[config.mk]
export PLATFORM = sky130hd
export DESIGN_NAME = date_time_validate_bcd_encode
export DESIGN_NICKNAME = d
export VERILOG_FILES = /design/src/rtl/dtvbe_pkg.sv /design/src/rtl/dtvbe_range_chk.sv /design/src/rtl/date_time_validate_bcd_encode.sv
export SDC_FILE = /design/constraint.sdc
export NUM_CORES = 1
export LEC_CHECK = 0
export BUFFER_PORTS_ARGS = -buffer_cell sky130_fd_sc_hd__buf_2
export CORE_MARGIN = 2
export CORE_UTILIZATION = 59
export DETAILED_ROUTE_END_ITERATION = 12
export PLACE_DENSITY = 0.8
export SLEW_MARGIN = 20
export SYNTH_ARGS = -nofsm -noshare
export SYNTH_HDL_FRONTEND = slang
export SYNTH_SLANG_ARGS = --single-unit
[constraint.sdc]
create_clock -name clk_i -period 5.55 [get_ports clk_i]
set_input_delay 0 -clock clk_i [delete_from_list [all_inputs] [get_ports clk_i]]
set_output_delay 0 -clock clk_i [all_outputs]
set_load 0.01 [all_outputs]
[src/rtl/dtvbe_pkg.sv]
// shared types, constants and lookup functions for the date/time check and bcd encoder
package dtvbe_pkg;

  localparam int unsigned YearW   = 12;
  localparam int unsigned MonthW  = 4;
  localparam int unsigned DayW    = 5;
  localparam int unsigned HourW   = 5;
  localparam int unsigned MinuteW = 6;
  localparam int unsigned SecondW = 6;
  localparam int unsigned BcdW    = 8;
  localparam int unsigned WdayW   = 3;
  // year offset from the base year, 0..99 when valid
  localparam int unsigned YyW     = 7;
  // weekday partial sum, at most 127 + 31 + 6 + 31
  localparam int unsigned SumW    = 8;

  localparam logic [YearW-1:0]   YearMin   = 12'd2000;
  localparam logic [YearW-1:0]   YearMax   = 12'd2099;
  localparam logic [MonthW-1:0]  MonthJan  = 4'd1;
  localparam logic [MonthW-1:0]  MonthFeb  = 4'd2;
  localparam logic [MonthW-1:0]  MonthMar  = 4'd3;
  localparam logic [MonthW-1:0]  MonthDec  = 4'd12;
  localparam logic [HourW-1:0]   HourMax   = 5'd23;
  localparam logic [MinuteW-1:0] MinuteMax = 6'd59;
  localparam logic [SecondW-1:0] SecondMax = 6'd59;
  localparam logic [DayW-1:0]    LeapFebDays = 5'd29;
  // 28 years shift the weekday by 35 days, so adding it keeps the sum non-negative
  localparam logic [YyW-1:0]     YearBias  = 7'd28;

  // range check results handed from the checker to the first stage
  typedef struct packed {
    logic year_ok;
    logic month_ok;
    logic time_ok;
    logic early_month;  // january or february, count against the previous year
  } chk_t;

  // days in a non-leap month
  function automatic logic [DayW-1:0] month_len(input logic [MonthW-1:0] m);
    logic [DayW-1:0] r;
    case (m)
      4'd1, 4'd3, 4'd5, 4'd7, 4'd8, 4'd10, 4'd12: r = 5'd31;
      4'd4, 4'd6, 4'd9, 4'd11:                    r = 5'd30;
      4'd2:                                       r = 5'd28;
      default:                                    r = 5'd0;
    endcase
    return r;
  endfunction

  // month offset of the weekday formula
  function automatic logic [WdayW-1:0] month_shift(input logic [MonthW-1:0] m);
    logic [WdayW-1:0] r;
    case (m)
      4'd1, 4'd5:   r = 3'd0;
      4'd8:         r = 3'd1;
      4'd3, 4'd11:  r = 3'd2;
      4'd2, 4'd6:   r = 3'd3;
      4'd9, 4'd12:  r = 3'd4;
      4'd4, 4'd7:   r = 3'd5;
      4'd10:        r = 3'd6;
      default:      r = 3'd0;
    endcase
    return r;
  endfunction

  // two bcd digits of a value up to 99, tens by reciprocal multiply
  function automatic logic [BcdW-1:0] to_bcd(input logic [YyW-1:0] v);
    logic [13:0]    prod;
    logic [3:0]     tens;
    logic [YyW-1:0] units;
    prod  = 14'(v) * 14'd103;
    tens  = prod[13:10];
    units = v - 7'(tens) * 7'd10;
    return {tens, units[3:0]};
  endfunction

  // remainder by 7 through folding powers of 8
  function automatic logic [WdayW-1:0] mod7(input logic [SumW-1:0] s);
    logic [4:0] x;
    logic [3:0] y;
    logic [3:0] z;
    x = 5'(s[7:6]) + 5'(s[5:3]) + 5'(s[2:0]);
    y = 4'(x[4:3]) + 4'(x[2:0]);
    z = (y >= 4'd7) ? (y - 4'd7) : y;
    return z[2:0];
  endfunction

endpackage

[src/rtl/dtvbe_range_chk.sv]
// field range checks on the raw date and time
module dtvbe_range_chk (
  input  logic [dtvbe_pkg::YearW-1:0]   year_i,
  input  logic [dtvbe_pkg::MonthW-1:0]  month_i,
  input  logic [dtvbe_pkg::HourW-1:0]   hour_i,
  input  logic [dtvbe_pkg::MinuteW-1:0] minute_i,
  input  logic [dtvbe_pkg::SecondW-1:0] second_i,
  output dtvbe_pkg::chk_t               chk_o
);
  import dtvbe_pkg::*;

  // year window, month window, time of day, and the year borrow for jan/feb
  always_comb begin
    chk_o.year_ok     = (year_i >= YearMin) && (year_i <= YearMax);
    chk_o.month_ok    = (month_i >= MonthJan) && (month_i <= MonthDec);
    chk_o.time_ok     = (hour_i <= HourMax) && (minute_i <= MinuteMax) &&
                        (second_i <= SecondMax);
    chk_o.early_month = (month_i < MonthMar);
  end

endmodule

[src/rtl/date_time_validate_bcd_encode.sv]
// top level: three-stage date/time check, weekday and bcd encoder
//
// Usage:
// - Present year, month, day, hour, minute and second on the *_in_i ports and
//   raise start_i for one cycle; the item transfers at that clock edge.
// - busy_o stays low: the pipeline takes a new item in every cycle.
// - An item taken at a clock edge moves through the stage a, b and c registers;
//   its result is marked by done_o for exactly one cycle.
// - Stages: range checks and year offset; day-of-month check, weekday sum and
//   bcd packing; remainder by 7 and masking of invalid items.
// - date_ok_o is 1 for a valid item. For an invalid one the weekday and all
//   bcd bytes read zero.
// - The receiver cannot stall: a result must be taken in the cycle it shows.
// - Reset clears all stage valid bits, so no result appears for items that
//   were in flight; data registers are not reset.
// - Throughput is one item per cycle with no gaps.
module date_time_validate_bcd_encode (
  input  logic                          clk_i,
  input  logic                          rst_ni,
  input  logic                          start_i,
  output logic                          busy_o,
  input  logic [dtvbe_pkg::YearW-1:0]   year_in_i,
  input  logic [dtvbe_pkg::MonthW-1:0]  month_in_i,
  input  logic [dtvbe_pkg::DayW-1:0]    day_in_i,
  input  logic [dtvbe_pkg::HourW-1:0]   hour_in_i,
  input  logic [dtvbe_pkg::MinuteW-1:0] minute_in_i,
  input  logic [dtvbe_pkg::SecondW-1:0] second_in_i,
  output logic                          done_o,
  output logic                          date_ok_o,
  output logic [dtvbe_pkg::WdayW-1:0]   weekday_out_o,
  output logic [dtvbe_pkg::BcdW-1:0]    bcd_second_o,
  output logic [dtvbe_pkg::BcdW-1:0]    bcd_minute_o,
  output logic [dtvbe_pkg::BcdW-1:0]    bcd_hour_o,
  output logic [dtvbe_pkg::BcdW-1:0]    bcd_day_o,
  output logic [dtvbe_pkg::BcdW-1:0]    bcd_month_o,
  output logic [dtvbe_pkg::BcdW-1:0]    bcd_year_o
);
  import dtvbe_pkg::*;

  // stage a registers
  logic               a_vld_q;
  chk_t               a_chk_q;
  logic [YyW-1:0]     a_yy_q;
  logic [YyW-1:0]     a_u_q;
  logic [MonthW-1:0]  a_month_q;
  logic [DayW-1:0]    a_day_q;
  logic [HourW-1:0]   a_hour_q;
  logic [MinuteW-1:0] a_minute_q;
  logic [SecondW-1:0] a_second_q;

  // stage b registers
  logic               b_vld_q;
  logic               b_ok_q;
  logic [SumW-1:0]    b_sum_q;
  logic [BcdW-1:0]    b_sec_q, b_min_q, b_hour_q, b_day_q, b_month_q, b_year_q;

  // stage c (output) registers
  logic               c_vld_q;
  logic               c_ok_q;
  logic [WdayW-1:0]   c_wday_q;
  logic [BcdW-1:0]    c_sec_q, c_min_q, c_hour_q, c_day_q, c_month_q, c_year_q;

  chk_t               chk;
  logic [YyW-1:0]     a_yy_d;
  logic [YyW-1:0]     a_u_d;
  logic [DayW-1:0]    max_day;
  logic               day_ok;
  logic               b_ok_d;
  logic [SumW-1:0]    b_sum_d;

  logic               accept;

  assign accept = start_i && !busy_o;
  assign busy_o = 1'b0;

  dtvbe_range_chk u_range_chk (
    .year_i   (year_in_i),
    .month_i  (month_in_i),
    .hour_i   (hour_in_i),
    .minute_i (minute_in_i),
    .second_i (second_in_i),
    .chk_o    (chk)
  );

  // year offset and the biased year used by the weekday sum
  always_comb begin
    a_yy_d = 7'(year_in_i - YearMin);
    a_u_d  = a_yy_d + YearBias - 7'(chk.early_month);
  end

  // day-of-month check and weekday partial sum
  always_comb begin
    max_day = (a_month_q == MonthFeb && a_yy_q[1:0] == 2'b00) ? LeapFebDays
                                                              : month_len(a_month_q);
    day_ok  = (a_day_q != '0) && (a_day_q <= max_day);
    b_ok_d  = a_chk_q.year_ok && a_chk_q.month_ok && a_chk_q.time_ok && day_ok;
    b_sum_d = SumW'(a_u_q) + SumW'(a_u_q[YyW-1:2]) + SumW'(month_shift(a_month_q)) +
              SumW'(a_day_q);
  end

  // valid bits
  always_ff @(posedge clk_i or negedge rst_ni) begin
    if (!rst_ni) begin
      a_vld_q <= 1'b0;
      b_vld_q <= 1'b0;
      c_vld_q <= 1'b0;
    end else begin
      a_vld_q <= accept;
      b_vld_q <= a_vld_q;
      c_vld_q <= b_vld_q;
    end
  end

  // stage a data
  always_ff @(posedge clk_i) begin
    a_chk_q    <= chk;
    a_yy_q     <= a_yy_d;
    a_u_q      <= a_u_d;
    a_month_q  <= month_in_i;
    a_day_q    <= day_in_i;
    a_hour_q   <= hour_in_i;
    a_minute_q <= minute_in_i;
    a_second_q <= second_in_i;
  end

  // stage b data
  always_ff @(posedge clk_i) begin
    b_ok_q    <= b_ok_d;
    b_sum_q   <= b_sum_d;
    b_sec_q   <= to_bcd(7'(a_second_q));
    b_min_q   <= to_bcd(7'(a_minute_q));
    b_hour_q  <= to_bcd(7'(a_hour_q));
    b_day_q   <= to_bcd(7'(a_day_q));
    b_month_q <= to_bcd(7'(a_month_q));
    b_year_q  <= to_bcd(a_yy_q);
  end

  // stage c data, invalid items read as zero
  always_ff @(posedge clk_i) begin
    c_ok_q    <= b_ok_q;
    c_wday_q  <= b_ok_q ? mod7(b_sum_q) : '0;
    c_sec_q   <= b_ok_q ? b_sec_q   : '0;
    c_min_q   <= b_ok_q ? b_min_q   : '0;
    c_hour_q  <= b_ok_q ? b_hour_q  : '0;
    c_day_q   <= b_ok_q ? b_day_q   : '0;
    c_month_q <= b_ok_q ? b_month_q : '0;
    c_year_q  <= b_ok_q ? b_year_q  : '0;
  end

  assign done_o        = c_vld_q;
  assign date_ok_o     = c_ok_q;
  assign weekday_out_o = c_wday_q;
  assign bcd_second_o  = c_sec_q;
  assign bcd_minute_o  = c_min_q;
  assign bcd_hour_o    = c_hour_q;
  assign bcd_day_o     = c_day_q;
  assign bcd_month_o   = c_month_q;
  assign bcd_year_o    = c_year_q;

endmodule

Word level (Yosys, flattened, before mapping)
Memories as Yosys holds them, arrays and structs flattened. A register that Yosys moved wholly into a read port is not among the register bits.
Index checks and enable logic that the tools add are counted.
- logic and storage cells: 83
- bits of input ports: 41
- ROM bits: 128
- register bits after elaboration: 137
- memories: 2
- muxes and demuxes: 2
- multiply operators: 12
- add/sub/neg operators: 16
- reduce and logical (&&, ||, !) cells: 11
- equal/unequal tests: 1
- magnitude comparators: 10
- memory list (memory ; depth ; width ; rd ports ; clocked after memory_dff ; wr ports ; line ; text):
    (name not given) ; 16 ; 5 ; 1 ; 1 ; 0 ; dtvbe_pkg.sv:41 ; case (m)
    (name not given) ; 16 ; 3 ; 1 ; 1 ; 0 ; dtvbe_pkg.sv:53 ; case (m)
- operators by type and width (kind ; count):
    $mul 6x7->13 const B ; 2
    $mul 5x7->12 const B ; 2
    $sub 4x4->4 ; 6
    $mul 7x7->14 const B ; 1
    $ge 12x11->1 const B ; 1
    $le 12x12->1 const B ; 1
    $le 6x6->1 const B ; 2
    $mul 4x7->11 const B ; 1
    $logic_and 1x1->1 ; 9
    $add 2x3->4 ; 2
    $add 7x5->8 ; 1
    $add 8x3->8 ; 1
    $add 8x5->8 ; 1
    $add 7x5->7 const B ; 1
    $sub 7x1->7 ; 1
    $sub 7x7->7 const B ; 1
    $mul 2x3->3 const B ; 2
    $mul 3x3->3 const B ; 2
    $add 4x3->5 ; 1
    $le 5x5->1 ; 1
    $le 5x5->1 const B ; 1
    $mux 5 ; 1
    $reduce_bool 5->1 ; 1
    $eq 4x2->1 const B ; 1
    9 further kinds ; 9

Depth between registers and ports, before layout
Gate-level depths: netlist of run 1.
- depth after elaboration: 6
- depth in mapped cells: 19
- gate-level depth less buffers: 19

By module
From an unflattened synthesis of run 1, not the netlist that was laid out.
- cell total of the unflattened synthesis: 777
- area total of the unflattened synthesis: 8465.6 sq um
- by module, submodules not included (module ; cells each ; seq. area each (sq um) ; area an instance (sq um) ; times used):
    date_time_validate_bcd_encode ; 760 ; 2877.8 ; 8355.5 ; 1
    dtvbe_range_chk ; 17 ; 0.0 ; 110.1 ; 1

Worst setup path before layout of run 1
Ideal clock, no wire load.
- kind: flip-flop to flip-flop
- from: register a_second_q[3]
- to: register b_sec_q[3]
- cell stages (with the launch flop): 18
- setup time: 0.127 ns
- data arrival time: 4.282 ns
- setup slack: 1.141 ns
- clock period less this slack: 4.409 ns
- data required time: 5.423 ns
- cells stage by stage: dfxtp_1 fa_1 fa_1 ha_1 ha_1 o211ai_1 a21oi_1 o21ai_0 nand2_1 a211oi_1 nor2_1 fa_1 xor2_1 nor3_1 a31o_2 a22oi_1 o2111ai_1 xor2_1
- word-level cells in the longest chain between the ends: 3
- ends and longest elaborated chain (what ; line ; text):
    from (decl) ; date_time_validate_bcd_encode.sv:49 ; logic [SecondW-1:0] a_second_q;
    from (signal assigned) ; date_time_validate_bcd_encode.sv:123 ; a_second_q <= second_in_i;
    $mul 6x7->13 ; dtvbe_pkg.sv:71 ; prod = 14'(v) * 14'd103;
    $mul 3x3->3 ; dtvbe_pkg.sv:73 ; units = v - 7'(tens) * 7'd10;
    $sub 4x4->4 (*) ; dtvbe_pkg.sv:73 ;
    to (signal assigned) ; date_time_validate_bcd_encode.sv:130 ; b_sec_q <= to_bcd(7'(a_second_q));
    to (decl) ; date_time_validate_bcd_encode.sv:55 ; logic [BcdW-1:0] b_sec_q, b_min_q, b_hour_q, b_day_q, b_month_q, b_year_q;
Mark *: on every way between the ends. The rest lies on a longest branch, timed or not.
A chain may end at the register's enable or synchronous reset.

Worst setup path after layout of run 1
- from: register a_second_q[4]
- to: register b_sec_q[3]
- word-level cells in the longest chain between the ends: 3
- ends and longest elaborated chain (what ; line):
    $mul 6x7->13 ; dtvbe_pkg.sv:71
    $mul 3x3->3 ; dtvbe_pkg.sv:73
    $sub 4x4->4 ; dtvbe_pkg.sv:73
No other way between the ends.

==> results.md, run 1 <==
* Yosys warns at 0
* Total Routed Length at 14,060 um
* Setup slack after layout at 777.9 ps
* Setup bufs post-CTS at 0
* Largest net degree at the start of global routing at 32
* CTS clk-pin slew, worst paths at approximately 60 ps
* R2R Path Start: a_second_q[4]$_DFF_P_
* Root buf cell: clkbuf_16
* Fin crit period at 4772 ps
* Placed cell area at between 8000 and 9000 um2
* First-pass GRT wire length at 24,110 um
* Port Buffers at 84
* Sequential Power Share at 33.1%
* Fin. max-slew vios at 0
* Switching Power at 1.263 mW
* Primary FF master, synth: dfxtp_1
* Lkg Pwr at 5.142 nW
* DP HPWL at 10,780 um
* Non-Filler Instances at 1,078
* Crit Path Class: register to register
* GPL Wtd Cong at 0.8495
* DIE HEIGHT at 122.9 um
* Ports at 95
* Setup_tns at 0 ps
* Register area share after synthesis at 34.49%
* Synth Register Bits at between 100 and 150
* RSZ-0062 raised after global routing: no
* Area Growth Syn to Fin at 18.28%
* CP Max Fanout at 7
* R2R depth at 19
* Worst Path Required at between 5000 and 6000 ps
* Net Sw Frac at around 33%
* Initial antenna violation count at 0
* Die width at about 120 um
* Via/cell ratio at 4.963
* Max Buffers Root-to-Sink at 2
* Initial detailed-routing violation count at 226
* HP Class: primary input to register
* Via Count at approximately 5,400
* Fin nets at 1,157
* Worst R2R End: b_sec_q[3]$_DFF_P_
* Core Area at 13,830 um2
* DRC violations left at 0
* TritonCTS buffer count at 17
* Fin Clk Skew at 8.655 ps
* Drt pass-1 iters at 4
* Distinct cells, synth at 51
* Initial Util at 60.34%
* Wirelength per Cell at approximately 13 um
* FFs w/ async S/R, synth at 2.098%
* Post-route ant nets at 0
* Final Hold Viols at 0
* TritonCTS Sinks at 143
* Grt total ovfl at 0
* Syn Area/Cell at 11.09 um2
* Finished Core Util at 71.37%
* Crit path launch type: register
* Fin crit share at 85.98%
* Flop2flop setup slack at ~780 ps
* FP Rows at 43
* Post-synth EDFFs at 0
* Power per Cell Area at 384.4 nW/um2
* Fraction of layout cells with a size suffix above 1 at 14.14%
* Vias in the first global route at 5,448
* Cell total after placement at 1,009
* Die area at roughly 15,000 um2
* H-tree levels at 4
* Most frequent cells in the layout: 181 x ha_1, 140 x dfxtp_1, 102 x inv_1
* MaxCap Viol Count at 0
* Cell Int Power at 2.530 mW
* Crit end category: register
* Most common cell after layout, fill and taps aside: ha_1
* Clock group share of total power at 28.4%
* Clock Latency Late Sink at 420 ps
* F_max at 209.6 MHz
* Peak supply drop at around 0.26 mV
* Post-Synthesis Cells at 752
* Worst Setup SP: a_second_q[4]$_DFF_P_
* Critical Path AT at 5070 ps
* Outcome: completed
* Crit path to: b_sec_q[3]$_DFF_P_
* Combinational share of power at 38.5%
* Final Setup Violations at 0
* Antenna cell count at 0
* Cell area after layout at 9868 um2
* Gr usage total at roughly a fifth
* CTS tree: yes
* Post-place setup slack at 782.0 ps
* Post-Syn Area at 8343 um2
kinds of logic after synthesis:
logic type	count (synthesis)	synth area share, %
AOI/OAI and AO/OA	85	6.704
muxes	3	0.4199
xor gates and xnor gates	48	5.039
and+or+nand+nor	122	8.354
adders and majority gates	231	39.14
other	1	0.04495
buffers and inverters	119	5.804
DFF	143	34.49
repair_timing:
action	in CTS	in global routing
resized for setup	0	0
hold buffers	37	0
hold endpoints to repair	51	0
stage by stage:
step	power (mW)	hold slack [ps]
finish	3.794	57.00
global route	4.146	69.65
CTS	3.845	39.73
detailed placement	2.723	-200.9
global placement	2.652	-201.6
floorplan	2.420	-295.6
Yosys cell counts (3+ instances only):
master	instances	area, um2
nor2b_1	6	37.54
and2_1	41	256.5
dfrtp_1	3	75.07
a41o_1	3	30.03
nand3b_1	5	37.54
nand2_1	17	63.81
clkbuf_1	7	26.28
inv_1	102	382.9
a21o_1	9	67.56
buf_4	10	75.07
nand4_1	3	18.77
or2_2	5	31.28
o21a_1	5	37.54
xnor2_1	28	245.2
nand2b_1	4	25.02
o211ai_1	3	22.52
ha_1	181	2265
xor2_1	20	175.2
nor3_1	5	25.02
nor2_1	14	52.55
o21ai_0	13	65.06
a31oi_1	4	25.02
or3_1	3	18.77
nand3_1	9	45.04
dfxtp_1	140	2803
fa_1	50	1001
a21oi_1	26	130.1
a211oi_1	4	30.03
cell type report:
type                       instances  area, um2
timing repair buffer             122      798.3
clock buffer                      20      456.7
sequential                       143       2878
inverter                         102      382.9
tap                              180      225.2
clock inverter                    12      112.6
fill                             990       3959
multi-input combinational        499       5015
power groups by stage:
stage	logic [mW]	registers (mW)	clock network (mW)
finish	1.46	1.26	1.08
global route	1.73	1.28	1.14
CTS	1.49	1.26	1.10
detailed placement	1.44	1.28	0
global placement	1.38	1.28	0
floorplan	1.16	1.26	0
worst min path at each step:
stage	start	endpoint	depth (start not counted)
global route	year_in_i[5]	a_yy_q[5]$_DFF_P_	4
detailed placement	rst_ni	done_o$_DFF_PN0_	1
floorplan	rst_ni	a_vld_q$_DFF_PN0_	0
finish	year_in_i[5]	a_yy_q[5]$_DFF_P_	4
CTS	year_in_i[5]	a_yy_q[5]$_DFF_P_	4
global placement	rst_ni	done_o$_DFF_PN0_	1
flip-flops by register name, summed over array words and instances, names as in the netlist, 4 cells and up, named ones only:
| register | flops |
|---|---|
| bcd_hour_o | 6 |
| a_yy_q | 7 |
| bcd_day_o | 6 |
| b_sum_q | 8 |
| b_month_q | 5 |
| b_min_q | 7 |
| bcd_minute_o | 7 |
| b_day_q | 6 |
| a_u_q | 7 |
| bcd_month_o | 5 |
| bcd_year_o | 8 |
| bcd_second_o | 7 |
| a_second_q | 6 |
| b_year_q | 8 |
| a_month_q | 4 |
| a_hour_q | 5 |
| a_minute_q | 6 |
| a_day_q | 5 |
| b_sec_q | 7 |
| b_hour_q | 6 |
critical path: stages, from the launching register on:
cell and delay (ps):
dfxtp_1 410, inv_1 80, ha_1 330, fa_1 420
inv_1 80, fa_1 420, ha_1 320, a21oi_1 150
inv_1 90, o21ai_0 260, nand2_1 130, a211oi_1 240
nor2_1 100, fa_1 420, xor2_1 420, nor3_1 90
a31o_2 230, a22oi_1 170, o2111ai_1 130, xor2_1 160
layer usage:
metal,vias to the layer above,part of all wire [%],global-route usage [%]
li1,2757,-,-
met1,2478,45,24.76
met2,98,49,35.57
met3,17,3.9,5.258
met4,0,1.4,5.747
met5,-,0,0
(Power assumes the default switching activity.)
==> run 2: changes to the inputs <==
--- a/config.mk
+++ b/config.mk
@@ -7,9 +7,9 @@
 export LEC_CHECK = 0
 export BUFFER_PORTS_ARGS = -buffer_cell sky130_fd_sc_hd__buf_2
 export CORE_MARGIN = 2
-export CORE_UTILIZATION = 59
+export CORE_UTILIZATION = 64
 export DETAILED_ROUTE_END_ITERATION = 12
-export PLACE_DENSITY = 0.8
+export PLACE_DENSITY = 0.86
 export SLEW_MARGIN = 20
 export SYNTH_ARGS = -nofsm -noshare
 export SYNTH_HDL_FRONTEND = slang
==> constraint.sdc (replaced) <==
create_clock -name clk_i -period 6 [get_ports clk_i]
set_input_delay 0 -clock clk_i [delete_from_list [all_inputs] [get_ports clk_i]]
set_output_delay 0 -clock clk_i [all_outputs]
set_load 0.01 [all_outputs]
==> run 2 against run 1 <==
  * Critical path depth decreased by 2
  * Global-route usage increased by 4.7 points
  * Power down 1.9%
  * Die area shrank 7.6%
  * Cell area is 0.34% higher
  * Clock-buffer cell count down 2
  * Critical path type unchanged
  * Core utilization up 6.8 points
  * Clock power barely moved
  * Fmax is 2.8% lower
  * Via count up 4.9%
  * Flip-flop and latch count stayed put
  * Clock skew down 1.8 ps
  * Highest routed layer unchanged
==> results.md, run 2 (synthesized netlist as in run 1, its figures left out) <==
* Outcome: completed
* HP Class: primary input to register
* F_max at slightly above 200 MHz
* Fin nets at around 1,200
* Wirelength per Cell at 15.24 um
* Crit end category: register
* GPL Wtd Cong at about 0.91
* RSZ-0062 raised after global routing: no
* Sequential Power Share at a little under a third
* Fin Clk Skew at 6.878 ps
* Largest net degree at the start of global routing at 44
* Fin crit period at 4907 ps
* Worst Tran Pin Value at between 600 and 700 ps
* Worst Path Required at 6300 ps
* Net Sw Frac at 33.72%
* Placed cell area at 8911 um2
* Clock group share of total power at between 20% and 30%
* Gr usage total at 25.03%
* Most frequent cells in the layout: 181 x ha_1, 139 x dfxtp_1, 102 x inv_1
* Fill cells at 755
* CTS tree: yes
* Core Area at 12,670 um2
* Max-slew headroom at 57.62%
* Switching Power at 1.255 mW
* TritonCTS buffer count at 17
* Port Buffers at 84
* Setup_tns at 0 ps
* Cell Int Power at 2.467 mW
* Crit path launch type: register
* Min Hold Slack at 78.58 ps
* Peak supply drop at 0.3730 mV
* TritonCTS Sinks at 143
* CP Max Fanout at 7
* Area Growth Syn to Fin at 18.69%
* Drt pass-1 iters at 6
* Most common cell after layout, fill and taps aside: ha_1
* Initial detailed-routing violation count at 267
* Fin. max-slew vios at 0
* Max Buffers Root-to-Sink at 2
* Clock Latency Late Sink at 420 ps
* Cell area after layout at between 9000 and 10,000 um2
* H-tree levels at 4
* DP HPWL at ~12,000 um
* Non-Filler Instances at 1,069
* Fin crit share at 81.79%
* Fraction of layout cells with a size suffix above 1 at 14.16%
* Total Routed Length at 16,290 um
* Root buf cell: clkbuf_16
* Flop2flop setup slack at 1090 ps
* Cell total after placement at 1,000
* Via Count at 5,613
* Final Hold Viols at 0
* Initial Util at about two thirds
* Final Setup Violations at 0
* DIE HEIGHT at 118.2 um
* Crit Path Class: register to register
* Power per Cell Area at 375.9 nW/um2
* First-pass GRT wire length at 27,780 um
* Combinational share of power at 39.1%
* MaxCap Viol Count at 0
* Critical Path AT at 5210 ps
* FP Rows at 41
* Antenna cell count at 0
* Vias in the first global route at 6,116
* Die area at 13,970 um2
* Initial antenna violation count at 0
* CTS clk-pin slew, worst paths at approximately 60 ps
* Lkg Pwr at 5.173 nW
* Grt total ovfl at 0
* Via/cell ratio at 5.251
* Post-route ant nets at 0
* Ports at 95
* DRC violations left at 0
* Die width at about 120 um
==> run 2: timing repair <==
action,in CTS,in global routing
endpoints found under the hold margin,51,0
setup buffers,0,0
hold buffers,37,0
endpoints found under the setup margin,0,0
gates resized for setup,0,0
==> run 2: path summary, 6_finish.rpt <==
path / cells after the start / end / start
max: 17 / b_sec_q[3]$_DFF_P_ / a_second_q[3]$_DFF_P_
min: 4 / a_yy_q[5]$_DFF_P_ / year_in_i[5]
max reg2reg: 17 / b_sec_q[3]$_DFF_P_ / a_second_q[3]$_DFF_P_
min reg2reg: 0 / done_o$_DFF_PN0_ / b_vld_q$_DFF_PN0_
max in group asynchronous: 3 / a_vld_q$_DFF_PN0_ / rst_ni
min in group asynchronous: 3 / done_o$_DFF_PN0_ / rst_ni
==> run 2: per-stage QoR <==
stage                     utilization, %  power [mW]  setup WS [ps]
final                              78.15       3.722           1093
after global routing               78.15       3.995          794.5
after CTS                          78.14       3.734           1126
after detailed placement           70.33       2.572           1110
after global placement             70.33       2.424           1441
after floorplan                        -       2.239           1591
==> run 2: area by class of cell <==
cell class / count / area, um2 / share of cell area (%)
clock buffers: 18 / 429.2 / 4.334
clock inverters: 14 / 190.2 / 1.921
inverters: 102 / 382.9 / 3.867
multi-input cells: 499 / 5015 / 50.64
flip-flops and latches: 143 / 2879 / 29.08
well taps: 172 / 215.2 / 2.173
repair buffers: 121 / 790.8 / 7.986
==> run 2: critical path, cell delays in order (launching register included) <==
cell,delay (ps)
dfxtp_1,380
fa_1,580
fa_1,430
ha_1,330
ha_1,310
o211ai_1,150
a21oi_1,100
o21ai_0,310
nand2_1,140
a211oi_1,250
nor2_1,110
fa_1,420
xor2_1,430
nor3_1,100
a31o_2,230
a22oi_1,200
o2111ai_1,150
xor2_1,160
==> run 2: power groups by stage <==
stage / combinational (mW) / clock, mW / sequential [mW]
2_1_floorplan: 1.07 / 0 / 1.17
3_3_place_gp: 1.24 / 0 / 1.18
3_5_place_dp: 1.38 / 0 / 1.19
4_1_cts: 1.45 / 1.11 / 1.17
5_1_grt: 1.65 / 1.16 / 1.18
6_report: 1.46 / 1.10 / 1.17
==> run 2: metal layers <==
layer / routed length (um) / up-vias / global-route usage (%) / share of wire [%]
li1: - / 2749 / - / -
met1: 6698 / 2693 / 27.80 / 41
met2: 8566 / 126 / 45.56 / 53
met3: 484 / 45 / 5.019 / 3.0
met4: 536 / 0 / 11.90 / 3.3
met5: 0 / - / 0 / 0
==> run 3: changes to the inputs <==
--- a/config.mk
+++ b/config.mk
@@ -7,9 +7,9 @@
 export LEC_CHECK = 0
 export BUFFER_PORTS_ARGS = -buffer_cell sky130_fd_sc_hd__buf_2
 export CORE_MARGIN = 2
-export CORE_UTILIZATION = 64
+export CORE_UTILIZATION = 59
 export DETAILED_ROUTE_END_ITERATION = 12
-export PLACE_DENSITY = 0.86
+export PLACE_DENSITY = 0.8
 export SLEW_MARGIN = 20
 export SYNTH_ARGS = -nofsm -noshare
 export SYNTH_HDL_FRONTEND = slang
==> constraint.sdc (replaced) <==
create_clock -name clk_i -period 5 [get_ports clk_i]
set_input_delay 0 -clock clk_i [delete_from_list [all_inputs] [get_ports clk_i]]
set_output_delay 0 -clock clk_i [all_outputs]
set_load 0.01 [all_outputs]
==> run 3 against run 2 <==
  * Worst hold slack got worse by 35 ps
  * Flip-flop and latch count unchanged
  * Sequential share of layout area unchanged
  * Clock power increased by 12%
  * Critical path type unchanged
==> results.md, run 3 (synthesized netlist as in run 1, its figures left out) <==
* Outcome: completed
* Area Growth Syn to Fin at 18.69%
* TritonCTS Sinks at 143
* Wirelength per Cell at approximately 13 um
* Clock Latency Late Sink at 420 ps
* Post-place setup slack at ~240 ps
* Max Buffers Root-to-Sink at 2
* Worst path slowest cell: fa_1
* Worst hold stages at 4
* Worst Path Required at 5310 ps
* CTS clk-pin slew, worst paths at 60 ps
* Fin. max-slew vios at 0
* Initial Util at 60.34%
* R2R Path Start: a_yy_q[5]$_DFF_P_
* Post-route ant nets at 0
* Gr usage total at 20.24%
* Setup slack after layout at 373.3 ps
* Met2 Resource Use GR at 35.05%
* HP Class: primary input to register
* GPL Wtd Cong at 0.8492
* MaxCap Viol Count at 0
* Peak supply drop at 0.4282 mV
* Die area at 15,110 um2
* Critical Path AT at 4930 ps
* CTS tree: yes
* Power per Cell Area at 430.7 nW/um2
* FP Rows at 43
* Via/cell ratio at 4.935
* Setup_tns at 0 ps
* Most common cell after layout, fill and taps aside: ha_1
* CP peak stage delay at 540 ps
* Initial detailed-routing violation count at 185
* DP HPWL at 10,750 um
* Crit path launch type: register
* GR Util met1 at 24.64%
* Vias in the first global route at around 5,400
* DRC violations left at 0
* Worst-path cell chain: inv_1, ha_1, fa_1, inv_1, fa_1, ha_1, ha_1, a21oi_1, o21ai_0, a21oi_1, nand2b_1, nor2b_1, xor2_1, fa_1, xor2_1, xnor2_1, xnor2_1
* Grt total ovfl at 0
* DIE HEIGHT at 122.9 um
* Most frequent cells in the layout: 181 x ha_1, 139 x dfxtp_1, 102 x inv_1
* Drt pass-1 iters at 4
* Hold path start: year_in_i[5]
* Setup bufs post-CTS at 0
* Crit end category: register
* GRT busiest layer: met2
* Largest net degree at the start of global routing at 32
* Fin nets at ~1,200
* Worst Setup SP: a_yy_q[5]$_DFF_P_
* H-tree levels at 4
* F_max at between 200 and 250 MHz
* Core Area at 13,830 um2
* Via Count at between 5,000 and 6,000
* Initial antenna violation count at 0
* Lkg Pwr at 5.158 nW
* Ports at 95
* R2R depth at 17
* CP Max Fanout at 5
* Met3 usage at approximately 4.6%
* Crit Path Class: register to register
* First-pass GRT wire length at 23,600 um
* TritonCTS buffer count at 17
* Fraction of layout cells with a size suffix above 1 at 14.25%
* Final Hold Viols at 0
* Fin crit period at 4627 ps
* Fin crit share at 92.53%
* Antenna cell count at 0
* Root buf cell: clkbuf_16
* Port Buffers at 84
* Final Setup Violations at 0
* RSZ-0062 raised after global routing: no
* Fin Clk Skew at 5.777 ps
* Die width at 122.9 um
* Total Routed Length at ~14,000 um
* Min Hold Slack at 43.84 ps
-- run 3: path summary, 6_finish.rpt --
path | to | slack, ps
max | b_year_q[3]$_DFF_P_ | 370
min | a_yy_q[5]$_DFF_P_ | 40
max reg2reg | b_year_q[3]$_DFF_P_ | 370
min reg2reg | done_o$_DFF_PN0_ | 350
max in group asynchronous | b_vld_q$_DFF_PN0_ | 4400
min in group asynchronous | a_vld_q$_DFF_PN0_ | 460
-- run 3: metrics by stage --
| stage | cell area [um2] | total power [mW] | instances | util (%) |
|---|---|---|---|---|
| after global routing | 9902 | 4.640 | 1078 | 71.61 |
| after floorplan | 8377 | 2.686 | 761 | - |
| after global placement | 8929 | 2.944 | 1009 | 64.57 |
| after detailed placement | 8929 | 3.020 | 1009 | 64.57 |
| after CTS | 9882 | 4.315 | 1078 | 71.47 |
| final | 9902 | 4.265 | 1078 | 71.61 |
-- run 3: final cells by class --
type | count | area, um2
clock buffers | 20 | 446.7
clock inverters | 12 | 136.4
fillers | 984 | 3925
inverters | 102 | 382.9
multi-input cells | 499 | 5034
flip-flops and latches | 143 | 2879
well taps | 180 | 225.2
repair buffers | 122 | 798.3
-- run 3: what timing repair did --
action                                  4_1_cts  5_1_grt
gates resized for setup                       0        4
hold buffers                                 37        0
hold endpoints to repair                     51        0
endpoints found under the setup margin        0        1
-- run 3: power breakdown --
group          internal (mW)  switching [mW]
clock network          0.749           0.476
logic                  0.783           0.857
registers               1.32          0.0773
total                   2.85            1.41
-- run 3: critical path, delay by kind of cell, from the launching register on --
family,cells,cell delay (ps)
adder cells (fa/ha/maj),6,2350
AO/OA/AOI/OAI,3,590
XOR/XNOR,4,550
AND/OR/NAND/NOR,2,460
flip-flops,1,440
buffers and inverters,2,120
-- run 3: routing by layer --
metal	up-vias	routed length, um
met5	-	0
met4	0	214
met3	18	398
met2	82	7064
met1	2464	6460
li1	2756	-
